### config.mk
export PLATFORM = sky130hd
export DESIGN_NAME = morse_led_flasher_flat
export DESIGN_NICKNAME = d
export VERILOG_FILES = /design/src/design/mlf_pkg.sv /design/src/design/mlf_if.sv /design/src/design/morse_led_flasher.sv /design/src/design/mlf_store.sv /design/src/design/mlf_cmp.sv /design/src/flat_wrapper.sv
export SDC_FILE = /design/constraint.sdc
export NUM_CORES = 1
export LEC_CHECK = 0
export BUFFER_PORTS_ARGS = -buffer_cell sky130_fd_sc_hd__buf_4
export CORE_MARGIN = 2
export CORE_UTILIZATION = 50
export CTS_BUF_LIST = sky130_fd_sc_hd__clkbuf_8
export CTS_CLUSTER_DIAMETER = 80
export DETAILED_ROUTE_END_ITERATION = 12
export PLACE_DENSITY = 0.74
export SYNTH_ARGS = -nofsm -noshare
export SYNTH_HDL_FRONTEND = slang
export SYNTH_SLANG_ARGS = --single-unit
### constraint.sdc
create_clock -name clk -period 9.5 [get_ports clk]
set_input_delay 1.9 -clock clk [delete_from_list [all_inputs] [get_ports clk]]
set_output_delay 1.9 -clock clk [all_outputs]
set_load 0.05 [all_outputs]
### src/design/mlf_pkg.sv
package mlf_pkg;

  localparam int PULSE_SLOTS_DEF = 11;
  localparam int MS_PER_UNIT_DEF = 10;

  localparam int CHAR_W  = 8;
  localparam int TIME_W  = 32;
  localparam int PULSE_W = 7;
  localparam int FILL_W  = 4;
  localparam int LEN_W   = 3;
  localparam int ELEM_MAX = 5;

  localparam logic [PULSE_W-1:0] DOT_UNITS    = 7'd20;
  localparam logic [PULSE_W-1:0] DASH_UNITS   = 7'd60;
  localparam logic [PULSE_W-1:0] GAP_UNITS    = 7'd20;
  localparam logic [PULSE_W-1:0] LETTER_UNITS = 7'd100;
  localparam logic [PULSE_W-1:0] RESET_UNITS  = 7'd10;
  localparam logic [PULSE_W-1:0] END_UNITS    = 7'd0;

  localparam logic FUNC_TICK = 1'b0;
  localparam logic FUNC_SET  = 1'b1;

  typedef enum logic [3:0] {
    ST_IDLE,
    ST_LOOK,
    ST_FILL,
    ST_READ,
    ST_MUL,
    ST_CMP_DL,
    ST_CMP_WRAP,
    ST_UPD,
    ST_DONE
  } state_t;

  // One Morse character: element count and a dash mask, element 0 in bit 0.
  typedef struct packed {
    logic                found;
    logic [LEN_W-1:0]    len;
    logic [ELEM_MAX-1:0] dash;
  } code_t;

  function automatic code_t char_lookup(input logic [CHAR_W-1:0] ch);
    code_t c;
    c = '{found: 1'b1, len: 3'd0, dash: 5'b00000};
    case (ch)
      8'h42: begin c.len = 3'd4; c.dash = 5'b00001; end // B -...
      8'h43: begin c.len = 3'd4; c.dash = 5'b00101; end // C -.-.
      8'h50: begin c.len = 3'd4; c.dash = 5'b00110; end // P .--.
      8'h54: begin c.len = 3'd1; c.dash = 5'b00001; end // T -
      8'h30: begin c.len = 3'd5; c.dash = 5'b11111; end // 0
      8'h31: begin c.len = 3'd5; c.dash = 5'b11110; end // 1
      8'h32: begin c.len = 3'd5; c.dash = 5'b11100; end // 2
      8'h33: begin c.len = 3'd5; c.dash = 5'b11000; end // 3
      8'h34: begin c.len = 3'd5; c.dash = 5'b10000; end // 4
      8'h35: begin c.len = 3'd5; c.dash = 5'b00000; end // 5
      8'h36: begin c.len = 3'd5; c.dash = 5'b00001; end // 6
      8'h37: begin c.len = 3'd5; c.dash = 5'b00011; end // 7
      8'h38: begin c.len = 3'd5; c.dash = 5'b00111; end // 8
      8'h39: begin c.len = 3'd5; c.dash = 5'b01111; end // 9
      default: c.found = 1'b0;
    endcase
    return c;
  endfunction

endpackage

### src/design/mlf_if.sv
interface mlf_in_if import mlf_pkg::*; ();
  logic              valid;
  logic              ready;
  logic              func;
  logic [CHAR_W-1:0] char_code;
  logic [TIME_W-1:0] now_ms;

  modport source (output valid, func, char_code, now_ms, input ready);
  modport sink   (input valid, func, char_code, now_ms, output ready);
endinterface

interface mlf_out_if ();
  logic valid;
  logic ready;
  logic led_on;
  logic not_found;

  modport source (output valid, led_on, not_found, input ready);
  modport sink   (input valid, led_on, not_found, output ready);
endinterface

### src/design/morse_led_flasher.sv
// A tick transaction reads its slot, scales it to ms, checks the deadline and the wrap,
// then updates the slot; a set transaction with a new known character fills two slots
// per Morse element (n elements, at most 5) plus a terminator, and a repeated or unknown
// character goes straight to done. One item at a time; a held result adds its stall.
// Rate is set by the shared deadline compare unit and by the one-slot-per-cycle fill.
// Reset (rst, synchronous): all pulse slots 10, slot 0, LED off, start time 0.
module morse_led_flasher import mlf_pkg::*; #(
  parameter int PULSE_SLOTS = PULSE_SLOTS_DEF,
  parameter int MS_PER_UNIT = MS_PER_UNIT_DEF
) (
  input  logic      clk,
  input  logic      rst,
  mlf_in_if.sink    item,
  mlf_out_if.source result
);

  localparam int IDX_W  = $clog2(PULSE_SLOTS);
  localparam int PROD_W = $clog2(MS_PER_UNIT * ((1 << PULSE_W) - 1) + 1);

  state_t state, state_next;

  // Captured transaction
  logic              func;
  logic [CHAR_W-1:0] char_code;
  logic [TIME_W-1:0] now_ms;

  // Beacon state
  logic [CHAR_W-1:0] beacon_char;
  logic [IDX_W-1:0]  slot_index;
  logic [TIME_W-1:0] slot_start;
  logic              led_level;

  // Working registers
  code_t             code;
  logic [FILL_W-1:0] fill_cnt;
  logic [PROD_W-1:0] prod;
  logic              p_zero;
  logic              dl_hit;
  logic              missing;

  // Output register
  logic out_valid;
  logic out_led;
  logic out_nf;

  // Store and compare unit hookup
  logic               st_wr_en;
  logic [PULSE_W-1:0] st_wr_data;
  logic [PULSE_W-1:0] st_rd_data;
  logic [TIME_W-1:0]  cmp_offset;
  logic               cmp_ge;

  logic [FILL_W-1:0]  fill_last;
  logic               advance;
  logic [IDX_W:0]     idx_inc;
  logic [IDX_W-1:0]   idx_next;
  code_t              lookup;

  mlf_store #(.SLOTS(PULSE_SLOTS), .IDX_W(IDX_W)) u_store (
    .clk     (clk),
    .rst     (rst),
    .wr_en   (st_wr_en),
    .wr_idx  (IDX_W'(fill_cnt)),
    .wr_data (st_wr_data),
    .rd_idx  (slot_index),
    .rd_data (st_rd_data)
  );

  mlf_cmp u_cmp (
    .clk    (clk),
    .base   (slot_start),
    .offset (cmp_offset),
    .probe  (now_ms),
    .ge     (cmp_ge)
  );

  assign lookup    = char_lookup(char_code);
  // Terminator slot sits right after the last gap: two slots per element.
  assign fill_last = {code.len, 1'b0};

  // Advance when the deadline has passed or time has wrapped below the slot start
  // (the compare unit holds now >= start in ST_UPD).
  assign advance  = dl_hit || !cmp_ge;
  assign idx_inc  = {1'b0, slot_index} + (IDX_W+1)'(1);
  assign idx_next = (idx_inc == (IDX_W+1)'(PULSE_SLOTS)) ? '0 : idx_inc[IDX_W-1:0];

  assign item.ready       = (state == ST_IDLE);
  assign result.valid     = out_valid;
  assign result.led_on    = out_led;
  assign result.not_found = out_nf;

  // Next state
  always_comb begin
    state_next = state;
    unique case (state)
      ST_IDLE: begin
        if (item.valid) begin
          state_next = (item.func == FUNC_SET) ? ST_LOOK : ST_READ;
        end
      end
      ST_LOOK: begin
        // Same character or unknown one: nothing to load
        if (char_code != beacon_char && lookup.found) begin
          state_next = ST_FILL;
        end else begin
          state_next = ST_DONE;
        end
      end
      ST_FILL: begin
        if (fill_cnt == fill_last) begin
          state_next = ST_DONE;
        end
      end
      ST_READ:     state_next = ST_MUL;
      ST_MUL:      state_next = ST_CMP_DL;
      ST_CMP_DL:   state_next = ST_CMP_WRAP;
      ST_CMP_WRAP: state_next = ST_UPD;
      ST_UPD:      state_next = ST_DONE;
      ST_DONE: begin
        if (!out_valid || result.ready) begin
          state_next = ST_IDLE;
        end
      end
      default: state_next = ST_IDLE;
    endcase
  end

  // Datapath controls
  always_comb begin
    st_wr_en   = 1'b0;
    st_wr_data = GAP_UNITS;
    cmp_offset = '0;
    unique case (state)
      ST_FILL: begin
        st_wr_en = 1'b1;
        if (fill_cnt == fill_last) begin
          st_wr_data = END_UNITS;
        end else if (fill_cnt == fill_last - FILL_W'(1)) begin
          st_wr_data = LETTER_UNITS;
        end else if (fill_cnt[0]) begin
          st_wr_data = GAP_UNITS;
        end else begin
          st_wr_data = code.dash[fill_cnt[FILL_W-1:1]] ? DASH_UNITS : DOT_UNITS;
        end
      end
      ST_CMP_DL: cmp_offset = TIME_W'(prod);
      default: begin
        st_wr_en = 1'b0;
      end
    endcase
  end

  // Control and beacon state
  always_ff @(posedge clk) begin
    if (rst) begin
      state       <= ST_IDLE;
      beacon_char <= '0;
      slot_index  <= '0;
      slot_start  <= '0;
      led_level   <= 1'b0;
      out_valid   <= 1'b0;
      fill_cnt    <= '0;
    end else begin
      state <= state_next;
      // Load a new result in ST_DONE once the register is free, else drop it once taken
      if (state == ST_DONE && (!out_valid || result.ready)) begin
        out_valid <= 1'b1;
      end else if (result.ready) begin
        out_valid <= 1'b0;
      end
      unique case (state)
        ST_IDLE: fill_cnt <= '0;
        ST_FILL: begin
          fill_cnt <= fill_cnt + FILL_W'(1);
          if (fill_cnt == fill_last) begin
            // Restart the pattern: slot 0 always holds an element, so LED on
            beacon_char <= char_code;
            slot_index  <= '0;
            slot_start  <= now_ms;
            led_level   <= 1'b1;
          end
        end
        ST_UPD: begin
          if (p_zero) begin
            slot_index <= '0;
          end else if (advance) begin
            slot_index <= idx_next;
            slot_start <= now_ms;
            led_level  <= !idx_next[0];
          end
        end
        default: begin
          fill_cnt <= fill_cnt;
        end
      endcase
    end
  end

  // Payload registers
  always_ff @(posedge clk) begin
    if (item.valid && item.ready) begin
      func      <= item.func;
      char_code <= item.char_code;
      now_ms    <= item.now_ms;
      missing   <= 1'b0;
    end
    if (state == ST_LOOK) begin
      code    <= lookup;
      missing <= (char_code != beacon_char) && !lookup.found;
    end
    if (state == ST_MUL) begin
      prod   <= PROD_W'(MS_PER_UNIT) * PROD_W'(st_rd_data);
      p_zero <= (st_rd_data == END_UNITS);
    end
    if (state == ST_CMP_WRAP) begin
      dl_hit <= cmp_ge;
    end
    if (state == ST_DONE && (!out_valid || result.ready)) begin
      out_led <= led_level;
      out_nf  <= missing && (func == FUNC_SET);
    end
  end

  // Checks
  a_idx_range: assert property (@(posedge clk) disable iff (rst)
    {1'b0, slot_index} < (IDX_W+1)'(PULSE_SLOTS))
    else $error("slot index out of range");

  a_accept_route: assert property (@(posedge clk) disable iff (rst)
    item.valid && item.ready |=> (state == ST_LOOK || state == ST_READ))
    else $error("accepted transaction did not start work");

  a_fill_bound: assert property (@(posedge clk) disable iff (rst)
    state == ST_FILL |-> fill_cnt <= fill_last)
    else $error("store fill ran past terminator");

  a_led_parity: assert property (@(posedge clk) disable iff (rst)
    state == ST_UPD && !p_zero && advance |=> led_level == !slot_index[0])
    else $error("LED level does not follow slot parity");

endmodule

### src/design/mlf_store.sv
module mlf_store import mlf_pkg::*; #(
  parameter int SLOTS = PULSE_SLOTS_DEF,
  parameter int IDX_W = $clog2(PULSE_SLOTS_DEF)
) (
  input  logic               clk,
  input  logic               rst,
  input  logic               wr_en,
  input  logic [IDX_W-1:0]   wr_idx,
  input  logic [PULSE_W-1:0] wr_data,
  input  logic [IDX_W-1:0]   rd_idx,
  output logic [PULSE_W-1:0] rd_data
);

  logic [PULSE_W-1:0] slots [SLOTS];

  always_ff @(posedge clk) begin
    if (rst) begin
      for (int i = 0; i < SLOTS; i++) begin
        slots[i] <= RESET_UNITS;
      end
    end else if (wr_en) begin
      slots[wr_idx] <= wr_data;
    end
  end

  always_ff @(posedge clk) begin
    rd_data <= slots[rd_idx];
  end

endmodule

### src/design/mlf_cmp.sv
module mlf_cmp import mlf_pkg::*; (
  input  logic              clk,
  input  logic [TIME_W-1:0] base,
  input  logic [TIME_W-1:0] offset,
  input  logic [TIME_W-1:0] probe,
  output logic              ge
);

  // Sum keeps the carry, so a deadline past the top of the time range is never reached.
  logic [TIME_W:0] sum;

  assign sum = {1'b0, base} + {1'b0, offset};

  always_ff @(posedge clk) begin
    ge <= ({1'b0, probe} >= sum);
  end

endmodule

### src/flat_wrapper.sv
// flat-port wrapper written by rule: the top's interface ports become plain ports
module morse_led_flasher_flat import mlf_pkg::*;
#(
  parameter int PULSE_SLOTS = PULSE_SLOTS_DEF,
  parameter int MS_PER_UNIT = MS_PER_UNIT_DEF
)
  (clk, rst, item_valid, item_func, item_char_code, item_now_ms, item_ready, result_valid, result_led_on, result_not_found, result_ready);
  mlf_in_if item_i ();
  mlf_out_if result_i ();
  input  logic clk;
  input  logic rst;
  input wire logic [$bits(item_i.valid)-1:0] item_valid;
  input wire logic [$bits(item_i.func)-1:0] item_func;
  input wire logic [$bits(item_i.char_code)-1:0] item_char_code;
  input wire logic [$bits(item_i.now_ms)-1:0] item_now_ms;
  output wire logic [$bits(item_i.ready)-1:0] item_ready;
  output wire logic [$bits(result_i.valid)-1:0] result_valid;
  output wire logic [$bits(result_i.led_on)-1:0] result_led_on;
  output wire logic [$bits(result_i.not_found)-1:0] result_not_found;
  input wire logic [$bits(result_i.ready)-1:0] result_ready;
  assign item_i.valid = item_valid;
  assign item_i.func = item_func;
  assign item_i.char_code = item_char_code;
  assign item_i.now_ms = item_now_ms;
  assign item_ready = item_i.ready;
  assign result_valid = result_i.valid;
  assign result_led_on = result_i.led_on;
  assign result_not_found = result_i.not_found;
  assign result_i.ready = result_ready;
  morse_led_flasher #(.PULSE_SLOTS(PULSE_SLOTS), .MS_PER_UNIT(MS_PER_UNIT)) u_core (.clk(clk), .rst(rst), .item(item_i), .result(result_i));
endmodule
# Yosys cells after proc, flatten, opt, wreduce, memory -nomap -nowiden
# Memory sizes are Yosys's and may differ from the RTL's. A register that Yosys moved wholly into a read port is not among the register bits.
# Index checks and enable logic that the tools add are counted.
dict set report word_totals {
  reg_bits 119
  mem_bits_rw 77
  inputBits 45
  out_inout_bits 4
  wordCells 125
  memories 1
}
dict set report classes {
  addsub 4
  mul 1
  order_cmp 2
  eq_ne 32
  mux 43
  reduce_logical 23
}
# memory words word_bits read_ports rd_ports_with_merged_regs write_ports line_no
set memory_table {}
lappend memory_table {u_core.u_store.slots 11 7 1 1 11 mlf_store.sv:14} ;# logic [PULSE_W-1:0] slots [SLOTS];
# op count
set op_table {}
lappend op_table {{$pmux W8 S14} 1}
lappend op_table {{$mux W32} 3}
lappend op_table {{$eq A8 B6 Y1 const B} 10}
lappend op_table {{$pmux W32 S2} 1}
lappend op_table {{$mux W4} 9}
lappend op_table {{$pmux W4 S9} 1}
lappend op_table {{$mux W7} 5}
lappend op_table {{$add A32 B11 Y33} 1}
lappend op_table {{$ge A32 B33 Y1} 1}
lappend op_table {{$eq A8 B7 Y1 const B} 4}
lappend op_table {{$eq A4 B3 Y1 const B} 4}
lappend op_table {{$mux W1} 16}
lappend op_table {{$pmux W4 S2} 2}
lappend op_table {{$reduce_or A14 Y1} 1}
lappend op_table {{$mux W11} 1}
lappend op_table {{$mul A3 B7 Y10 const A} 1}
lappend op_table {{$eq A4 B2 Y1 const B} 2}
lappend op_table {{$eq A4 B4 Y1} 2}
lappend op_table {{$ne A8 B8 Y1} 1}
lappend op_table {{$reduce_bool A2 Y1} 4}
lappend op_table {{$logic_not A7 Y1} 1}
lappend op_table {{$reduce_or A7 Y1} 1}
lappend op_table {{$mux W6} 1}
lappend op_table {{$ne A2 B1 Y1 const B} 3}
lappend op_table {{19 further kinds} 29}

# Depth between registers and ports, before layout
# Gate-level depths: netlist of run 1.
dict set report logic_depth {
  ltp_word 8
  ltp_mapped 19
  depth_no_buf 18
}

# Modules after synthesis
# From an unflattened synthesis of run 1, not the netlist that was laid out.
dict set report hier_totals {
  cells_unflattened 1100
  area_unflattened_um2 12562.0
}
# module n_inst cells_each area_per_inst_um2 seq_area_each_um2
set modules_own_cells {}
lappend modules_own_cells {morse_led_flasher 1 467 5265.0 2972.9}
lappend modules_own_cells {mlf_store 1 325 5014.8 3433.3}
lappend modules_own_cells {mlf_cmp 1 308 2282.2 20.0}

# Least setup slack after synthesis of run 1
# OpenSTA, ideal clock, no wires.
dict set report synth_path {
  path_kind {register to register}
  from {reg u_core.state[2]}
  to {reg u_core.u_cmp.ge}
  setup_time_ps 128
  t_arrival_ps 3627
  required_time_ps 9372
  setup_slack_ps 5746
  stages_incl_launch_ff 19
  n_path_buf 1
  period_less_slack_ps 3754
  cell_sequence {dfxtp_1 clkbuf_1 nand2b_1 nor2_1 and2_1 ha_1 fa_1 a211oi_1 o21bai_1 a31oi_1 o21ai_2 nand3_1 xor2_1 ha_1 a21oi_1 o21ai_0 a221o_1 a221oi_1 a21oi_1}
}
dict set report synth_via {
  elab_chain_cells 4
}
# element line_no
set synth_rtl {}
lappend synth_rtl {{start, declared} morse_led_flasher.sv:20} ;# state_t state, state_next;
lappend synth_rtl {{start signal, assigned} morse_led_flasher.sv:164} ;# state <= state_next;
lappend synth_rtl {{$eq A4 B3 Y1} morse_led_flasher.sv:133} ;# unique case (state)
lappend synth_rtl {{$mux W11} morse_led_flasher.sv:133}
lappend synth_rtl {{$add A32 B11 Y33} mlf_cmp.sv:12} ;# assign sum = {1'b0, base} + {1'b0, offset};
lappend synth_rtl {{$ge A32 B33 Y1} mlf_cmp.sv:15} ;# ge <= ({1'b0, probe} >= sum);
lappend synth_rtl {{end signal, assigned} mlf_cmp.sv:15}
lappend synth_rtl {{end, declared} mlf_cmp.sv:6} ;# output logic ge
# Every way passes these cells.
# A chain may end at the register's enable or synchronous reset.

# Worst setup path in the final report of run 1
dict set report layout_path {
  from {reg u_core.state[0]}
  to {reg u_core.u_cmp.ge}
}
# Same word-level chain as after synthesis.

==> results.cfg, run 1 <==
[power_and_ir_drop]
power.internal_uw = 1840
power.switching_fraction = 0.298
power.combinational.fraction = 0.186
p_switching_uw = 781
clkPwrFrac = 0.326
seqPwrFrac = 0.488
vdd.ir_drop.worst_mv = 0.282
power_per_cell_area_nw_per_um2 = 223
p_leak_uw = 0.00430

[clocking]
cts_sinks = 219
holdBufCountCts = 0
cts_htree_levels = 2
cts_made_buffers = 38
worstSkewPairLatency_ps = 530
cts_tree = built
clk_root_buffer_cell = sky130_fd_sc_hd__clkbuf_8
postCtsResizedCells = 0
clock_transition_time_at_the_flip_flop_clock_pins_of_the_worst_setup_and_hold_paths_ps = 60
max-clock-path-buffers = 3
post-cts-setup-buffers = 0

[die]
fp.dieArea_um2 = 22000
core_area_um2 = 20400
top_level_ports = 49
initial_utilization = 0.512
floorplan.rows = 52
die_w_um = 148
dieHeight_um = 148

[critical_path]
timing.critical_path.to_type = register
timing.setup.critical_path_class = reg2reg
worst-path-max-fanout = 15
cp_data_arrival_time_ps = 4880
timing.critical_path.from_type = register
timing.critical_path.required_ps = 9910

[place]
place.detailed.hpwl_mm = 14.2
placed_area_um2 = 11000
routabilityCongestion = 0.870
port-buffer-count = 48
dp_worst_setup_slack_ps = 5080

[sta]
setup-violations-final = 0
total_count_of_hold_check_failures_in_the_final_report = 0
layout_min_cycle_time_ps = 4470
max_freq_ghz = 0.224
slew_viol_final = 0
worst_setup_slack_final_ps = 5030
rsz_0062_raised_after_global_routing = no
final.setup_skew_ps = 14.1
setup_tns_ps = 0
period_share = 0.471
timing.slew.headroom = 0.320
tightest_slew_ps = 1020

[layout]
final.fill_count = 1686
nNetsFinal = 1030
post_route_cells_drive_above_1_share = 0.174
antenna-diode-count = 0
syn_to_final_growth_pct = 13.0
final_cell_area_um2 = 11800

[logic_synthesis]
syn-cell-area_um2 = 10400
cell_variety_after_synth = 72
syn-mean-instance-area_um2 = 12.0
number_of_flops_mapped_to_enable_cells_by_yosys = 152
synth_warnings = 0
synth_ff_type = sky130_fd_sc_hd__edfxtp_1
synthesis.instances = 868
seq_total_area_yosys = 0.566
yosys_register_bits = 219
ys_async_sr_fraction = 0

[global_routing]
global_route.overflow_total = 0
grt_first_pass_wirelength_mm = 33.9
number_of_antenna_violations_at_the_first_check_in_global_routing = 0
tot_gr_track_use = 0.194
grt_start_max_net_pins = 70
number_of_global_route_vias_before_repair = 6743

[routing]
vias = 6765
detail_route.vias_per_cell = 5.50
drcViolationCount = 0
route.detailed.wl_per_inst_um = 16.8
detailedRoute.firstIterationViolations = 354
post_detailed_routing_wire_length_mm = 20.6
drt_pre_antenna_iters = 5
drt.antenna.violating_nets = 0

[run_status]
status = finished clean

[run]
max_cap_violations = 0

[worst_hold_path]
hold_path.class = reg2reg
## critical path: stages, from the launching register on
cell and delay [ps]:
sky130_fd_sc_hd__dfxtp_1 620, sky130_fd_sc_hd__nand2b_1 200, sky130_fd_sc_hd__nor2_1 450, sky130_fd_sc_hd__and2_1 210
sky130_fd_sc_hd__ha_1 200, sky130_fd_sc_hd__fa_1 250, sky130_fd_sc_hd__a211oi_1 100, sky130_fd_sc_hd__o21bai_1 230
sky130_fd_sc_hd__a31oi_1 140, sky130_fd_sc_hd__o21ai_2 390, sky130_fd_sc_hd__nand3_1 160, sky130_fd_sc_hd__xor2_1 170
sky130_fd_sc_hd__ha_1 300, sky130_fd_sc_hd__a21oi_1 140, sky130_fd_sc_hd__o21ai_0 90, sky130_fd_sc_hd__a221o_1 340
sky130_fd_sc_hd__a221oi_1 290, sky130_fd_sc_hd__a21oi_1 90
## worst paths after layout
path	startpoint	endpoint	slack, ps	cells past startpoint
max	u_core.state[0]$_SDFFE_PP0P_	u_core.u_cmp.ge$_DFF_P_	5030	17
min	u_core.led_level$_SDFFE_PP0P_	u_core.result.led_on$_DFFE_PP_	450	0
max reg2reg	u_core.state[0]$_SDFFE_PP0P_	u_core.u_cmp.ge$_DFF_P_	5030	17
min reg2reg	u_core.led_level$_SDFFE_PP0P_	u_core.result.led_on$_DFFE_PP_	450	0
## stage by stage
stage	std cells	utilization	hold slack, ps	total power, uW
floorplan	876	-	409	1640
global placement	1161	0.541	441	1780
detailed placement	1161	0.541	446	1790
CTS	1230	0.579	460	2650
global route	1230	0.579	479	2760
finish	1230	0.579	452	2620
## flip-flops by register name, summed over array words and instances, names as in the netlist, 4 cells and up
register / cells
u_core.prod: 9
u_core.slot_index: 4
u_core.u_store.rd_data: 6
u_core.state: 4
u_core.beacon_char: 8
u_core.char_code: 8
u_core.code: 7
u_core.now_ms: 32
u_core.slot_start: 32
u_core.u_store.slots: 96
u_core.fill_cnt: 4
## area by class of cell
cell class,count,area [um^2],area share
tap,270,338,0.0287
clock inverter,22,125,0.0106
multi-input combinational,596,4280,0.363
clock buffer,47,647,0.0549
sequential,219,5910,0.501
inverter,23,86.3,0.00733
timing repair buffer,53,398,0.0338
## cells in the final DEF, fill, tap and decap left out, types with 4 or more instances in the layout
cell	Yosys	final
sky130_fd_sc_hd__nor3_1	14	14
sky130_fd_sc_hd__inv_1	22	34
sky130_fd_sc_hd__nand3_1	28	28
sky130_fd_sc_hd__nand2b_1	23	23
sky130_fd_sc_hd__a31oi_1	5	5
sky130_fd_sc_hd__dfxtp_1	67	66
sky130_fd_sc_hd__or2_2	6	6
sky130_fd_sc_hd__o21ai_0	23	23
sky130_fd_sc_hd__and3_1	12	12
sky130_fd_sc_hd__and2_1	18	17
sky130_fd_sc_hd__conb_1	1	9
sky130_fd_sc_hd__edfxtp_1	152	152
sky130_fd_sc_hd__and4_1	6	6
sky130_fd_sc_hd__or3_1	5	5
sky130_fd_sc_hd__buf_4	2	53
sky130_fd_sc_hd__a21oi_1	71	71
sky130_fd_sc_hd__a21o_1	8	8
sky130_fd_sc_hd__xnor2_1	7	7
sky130_fd_sc_hd__nor2_1	52	52
sky130_fd_sc_hd__nor2b_1	10	10
sky130_fd_sc_hd__clkbuf_8	0	47
sky130_fd_sc_hd__nand4_1	10	10
sky130_fd_sc_hd__xor2_1	33	33
sky130_fd_sc_hd__ha_1	52	52
sky130_fd_sc_hd__clkinv_2	0	4
sky130_fd_sc_hd__mux4_2	31	31
sky130_fd_sc_hd__nand2_1	113	113
## cells in the mapped netlist, drive strengths merged (10+ instances only)
master	n	area share
nand2	113	0.041
clkbuf	18	0.0066
ha	52	0.062
edfxtp	152	0.44
o21ai	26	0.013
nor2	55	0.021
nor3	17	0.0096
xor2	33	0.028
nor2b	10	0.0060
a21oi	72	0.035
and3	13	0.0083
nand3	29	0.014
and2	18	0.011
nand4	10	0.0060
buf	20	0.011
mux4	31	0.067
dfxtp	67	0.13
nand2b	24	0.015
inv	23	0.0083
## power by group through the flow
stage,Sequential [uW],Clock [uW],Combinational (uW)
floorplan,1260,0,381
global placement,1300,0,477
detailed placement,1300,0,491
CTS,1280,874,493
global route,1300,914,552
finish,1280,855,489
## layer usage
metal  vias to the layer above  track usage  wire length [um]
li1                       3303            -                 -
met1                      3226        0.254              9190
met2                       191        0.322              9830
met3                        45       0.0380              1040
met4                         0       0.0714               561
met5                         -            0                 0
## cells by family (layout without fill, tap and decap cells)
logic type      Yosys count  in the layout  share of synthesized area
buf+inv                  61            145                     0.0260
simple gates            321            321                      0.157
compound gates          138            138                     0.0785
other cells               1              9                   0.000360
xor+xnor                 42             42                     0.0378
fa+ha+maj                54             54                     0.0662
flops                   219            219                      0.566
mux                      32             32                     0.0679
(Power assumes the default switching activity.)
==> inputs of run 2 (changes only) <==
- clock period: 9.5 -> 4.6 ns (I/O delays scaled with it)
==> run 2 against run 1 <==
  * Worst setup slack worse by 4500 ps
  * Die area is the same
  * Register-to-register slack got worse by 4500 ps
  * Fmax grew 9.6%
  * Clock power grew 88%
  * Cell count is 0.41% higher
  * Clock skew grew 12 ps
  * First-iteration DRC count rose by 11%
  * Critical path type unchanged
  * Critical endpoint unchanged
  * Largest power group unchanged
  * Highest routed layer unchanged
==> results.cfg, run 2 (synthesized netlist as in run 1, its figures left out) <==
[run_status]
status = finished clean

[layout]
largest_reg_flops = 96
syn_to_final_growth_pct = 12.7
antenna-diode-count = 0
reg_top3 = u_core.u_store.slots: 96 flops, u_core.now_ms: 32 flops, u_core.slot_start: 32 flops
post_route_cells_drive_above_1_share = 0.175
layout.cells.most_common_list = 152 x sky130_fd_sc_hd__edfxtp_1, 113 x sky130_fd_sc_hd__nand2_1, 71 x sky130_fd_sc_hd__a21oi_1
core_occupancy_in_the_finished_layout = 0.577
top_register = u_core.u_store.slots
most_common_library_cell_in_the_layout_ignoring_fill_and_taps = sky130_fd_sc_hd__edfxtp_1
nNetsFinal = 1036

[routing]
drt_pre_antenna_iters = 5
drcViolationCount = 0
vias = 6936
detail_route.vias_per_cell = 5.62
drt.antenna.violating_nets = 0
route.detailed.wl_per_inst_um = 17.2
detailedRoute.firstIterationViolations = 393
post_detailed_routing_wire_length_mm = 21.3

[clocking]
postCtsResizedCells = 0
clk_root_buffer_cell = sky130_fd_sc_hd__clkbuf_8
clock_transition_time_at_the_flip_flop_clock_pins_of_the_worst_setup_and_hold_paths_ps = 60
holdBufCountCts = 0
cts_htree_levels = 2
worstSkewPairLatency_ps = 540
max-clock-path-buffers = 3
cts_tree = built
cts_made_buffers = 36
cts_sinks = 219
post-cts-setup-buffers = 0

[critical_path]
timing.critical_path.from_type = register
timing.critical_path.to_type = register
worst-path-max-fanout = 10
cp_data_arrival_time_ps = 4480
timing.setup.critical_path_class = reg2reg
timing.critical_path.required_ps = 5000

[place]
routabilityCongestion = 0.909
place.detailed.hpwl_mm = 14.5
port-buffer-count = 48

[power_and_ir_drop]
p_leak_uw = 0.00431
power_per_cell_area_nw_per_um2 = 451
vdd.ir_drop.worst_mv = 0.778

[sta]
max_freq_ghz = 0.245
setup-violations-final = 0
final.setup_skew_ps = 26.4
period_share = 0.887
layout_min_cycle_time_ps = 4080
rsz_0062_raised_after_global_routing = no
slew_viol_final = 0
total_count_of_hold_check_failures_in_the_final_report = 0
setup_tns_ps = 0
tightest_slew_ps = 1010
timing.slew.headroom = 0.326

[die]
top_level_ports = 49
fp.dieArea_um2 = 22000
initial_utilization = 0.512
core_area_um2 = 20400
floorplan.rows = 52
die_w_um = 148
dieHeight_um = 148

[worst_hold_path]
hold_path.class = reg2reg

[global_routing]
global_route.overflow_total = 0
grt_first_pass_wirelength_mm = 35.2
tot_gr_track_use = 0.201
grt_start_max_net_pins = 70
number_of_antenna_violations_at_the_first_check_in_global_routing = 0
number_of_global_route_vias_before_repair = 6936

[run]
max_cap_violations = 0
## run 2: cell count changes in the layout (fill, tap and decap cells not counted)
cell                        previous run  this run
sky130_fd_sc_hd__inv_1                34        37
sky130_fd_sc_hd__bufinv_16             1         0
sky130_fd_sc_hd__inv_6                 0         1
sky130_fd_sc_hd__buf_4                53        61
sky130_fd_sc_hd__clkbuf_8             47        40
sky130_fd_sc_hd__inv_12                0         1
## run 2: report_power, final
group / leakage, uW / total (uW) / switching (uW) / internal (uW)
combinational: 0.00195 / 1080 / 668 / 417
sequential: 0.00195 / 2610 / 182 / 2430
clock: 0.000406 / 1610 / 795 / 816
total: 0.00431 / 5300 / 1650 / 3660
## run 2: final timing paths
| kind | slack [ps] | depth (start not counted) | startpoint | end |
|---|---|---|---|---|
| max | 520 | 17 | u_core.state[3]$_SDFFE_PP0P_ | u_core.u_cmp.ge$_DFF_P_ |
| min | 450 | 2 | u_core.slot_start[1]$_SDFFE_PP0P_ | u_core.slot_start[1]$_SDFFE_PP0P_ |
| max reg2reg | 520 | 17 | u_core.state[3]$_SDFFE_PP0P_ | u_core.u_cmp.ge$_DFF_P_ |
| min reg2reg | 450 | 2 | u_core.slot_start[1]$_SDFFE_PP0P_ | u_core.slot_start[1]$_SDFFE_PP0P_ |
## run 2: stage by stage
step                hold slack, ps  cells  setup WS, ps  total power [uW]  cell area [um^2]
CTS                            453   1235           559              5340             11800
global route                   482   1235           117              5590             11800
finish                         452   1235           519              5300             11800
floorplan                      409    876           846              3380             10500
global placement               439   1169           659              3690             11100
detailed placement             445   1169           572              3730             11100
## run 2: cell type report
class | instances | area [um^2]
inverters | 23 | 86.3
fillers | 1686 | 8610
multi-input cells | 596 | 4280
well taps | 270 | 338
clock buffers | 40 | 551
flip-flops and latches | 219 | 5910
repair buffers | 61 | 458
clock inverters | 26 | 131
## run 2: per-layer routing
layer  track usage  wire [um]  part of all wire
met5             0          0                 0
met2         0.339      10400              0.49
met1         0.262       9150              0.43
met4        0.0743        493             0.023
met3        0.0350       1160             0.055
## run 2: critical path: stages (launching register included)
cell                       delay [ps]
sky130_fd_sc_hd__dfxtp_1          310
sky130_fd_sc_hd__nand2b_1         200
sky130_fd_sc_hd__nor2_1           430
sky130_fd_sc_hd__and2_1           200
sky130_fd_sc_hd__ha_1             200
sky130_fd_sc_hd__fa_1             240
sky130_fd_sc_hd__a211oi_1          90
sky130_fd_sc_hd__o21bai_1         180
sky130_fd_sc_hd__a31oi_1          120
sky130_fd_sc_hd__o21ai_2          390
sky130_fd_sc_hd__nand3_1          150
sky130_fd_sc_hd__xor2_1           170
sky130_fd_sc_hd__ha_1             300
sky130_fd_sc_hd__a21oi_1          140
sky130_fd_sc_hd__o21ai_0           90
sky130_fd_sc_hd__a221o_1          340
sky130_fd_sc_hd__a221oi_1         300
sky130_fd_sc_hd__a21oi_1           90
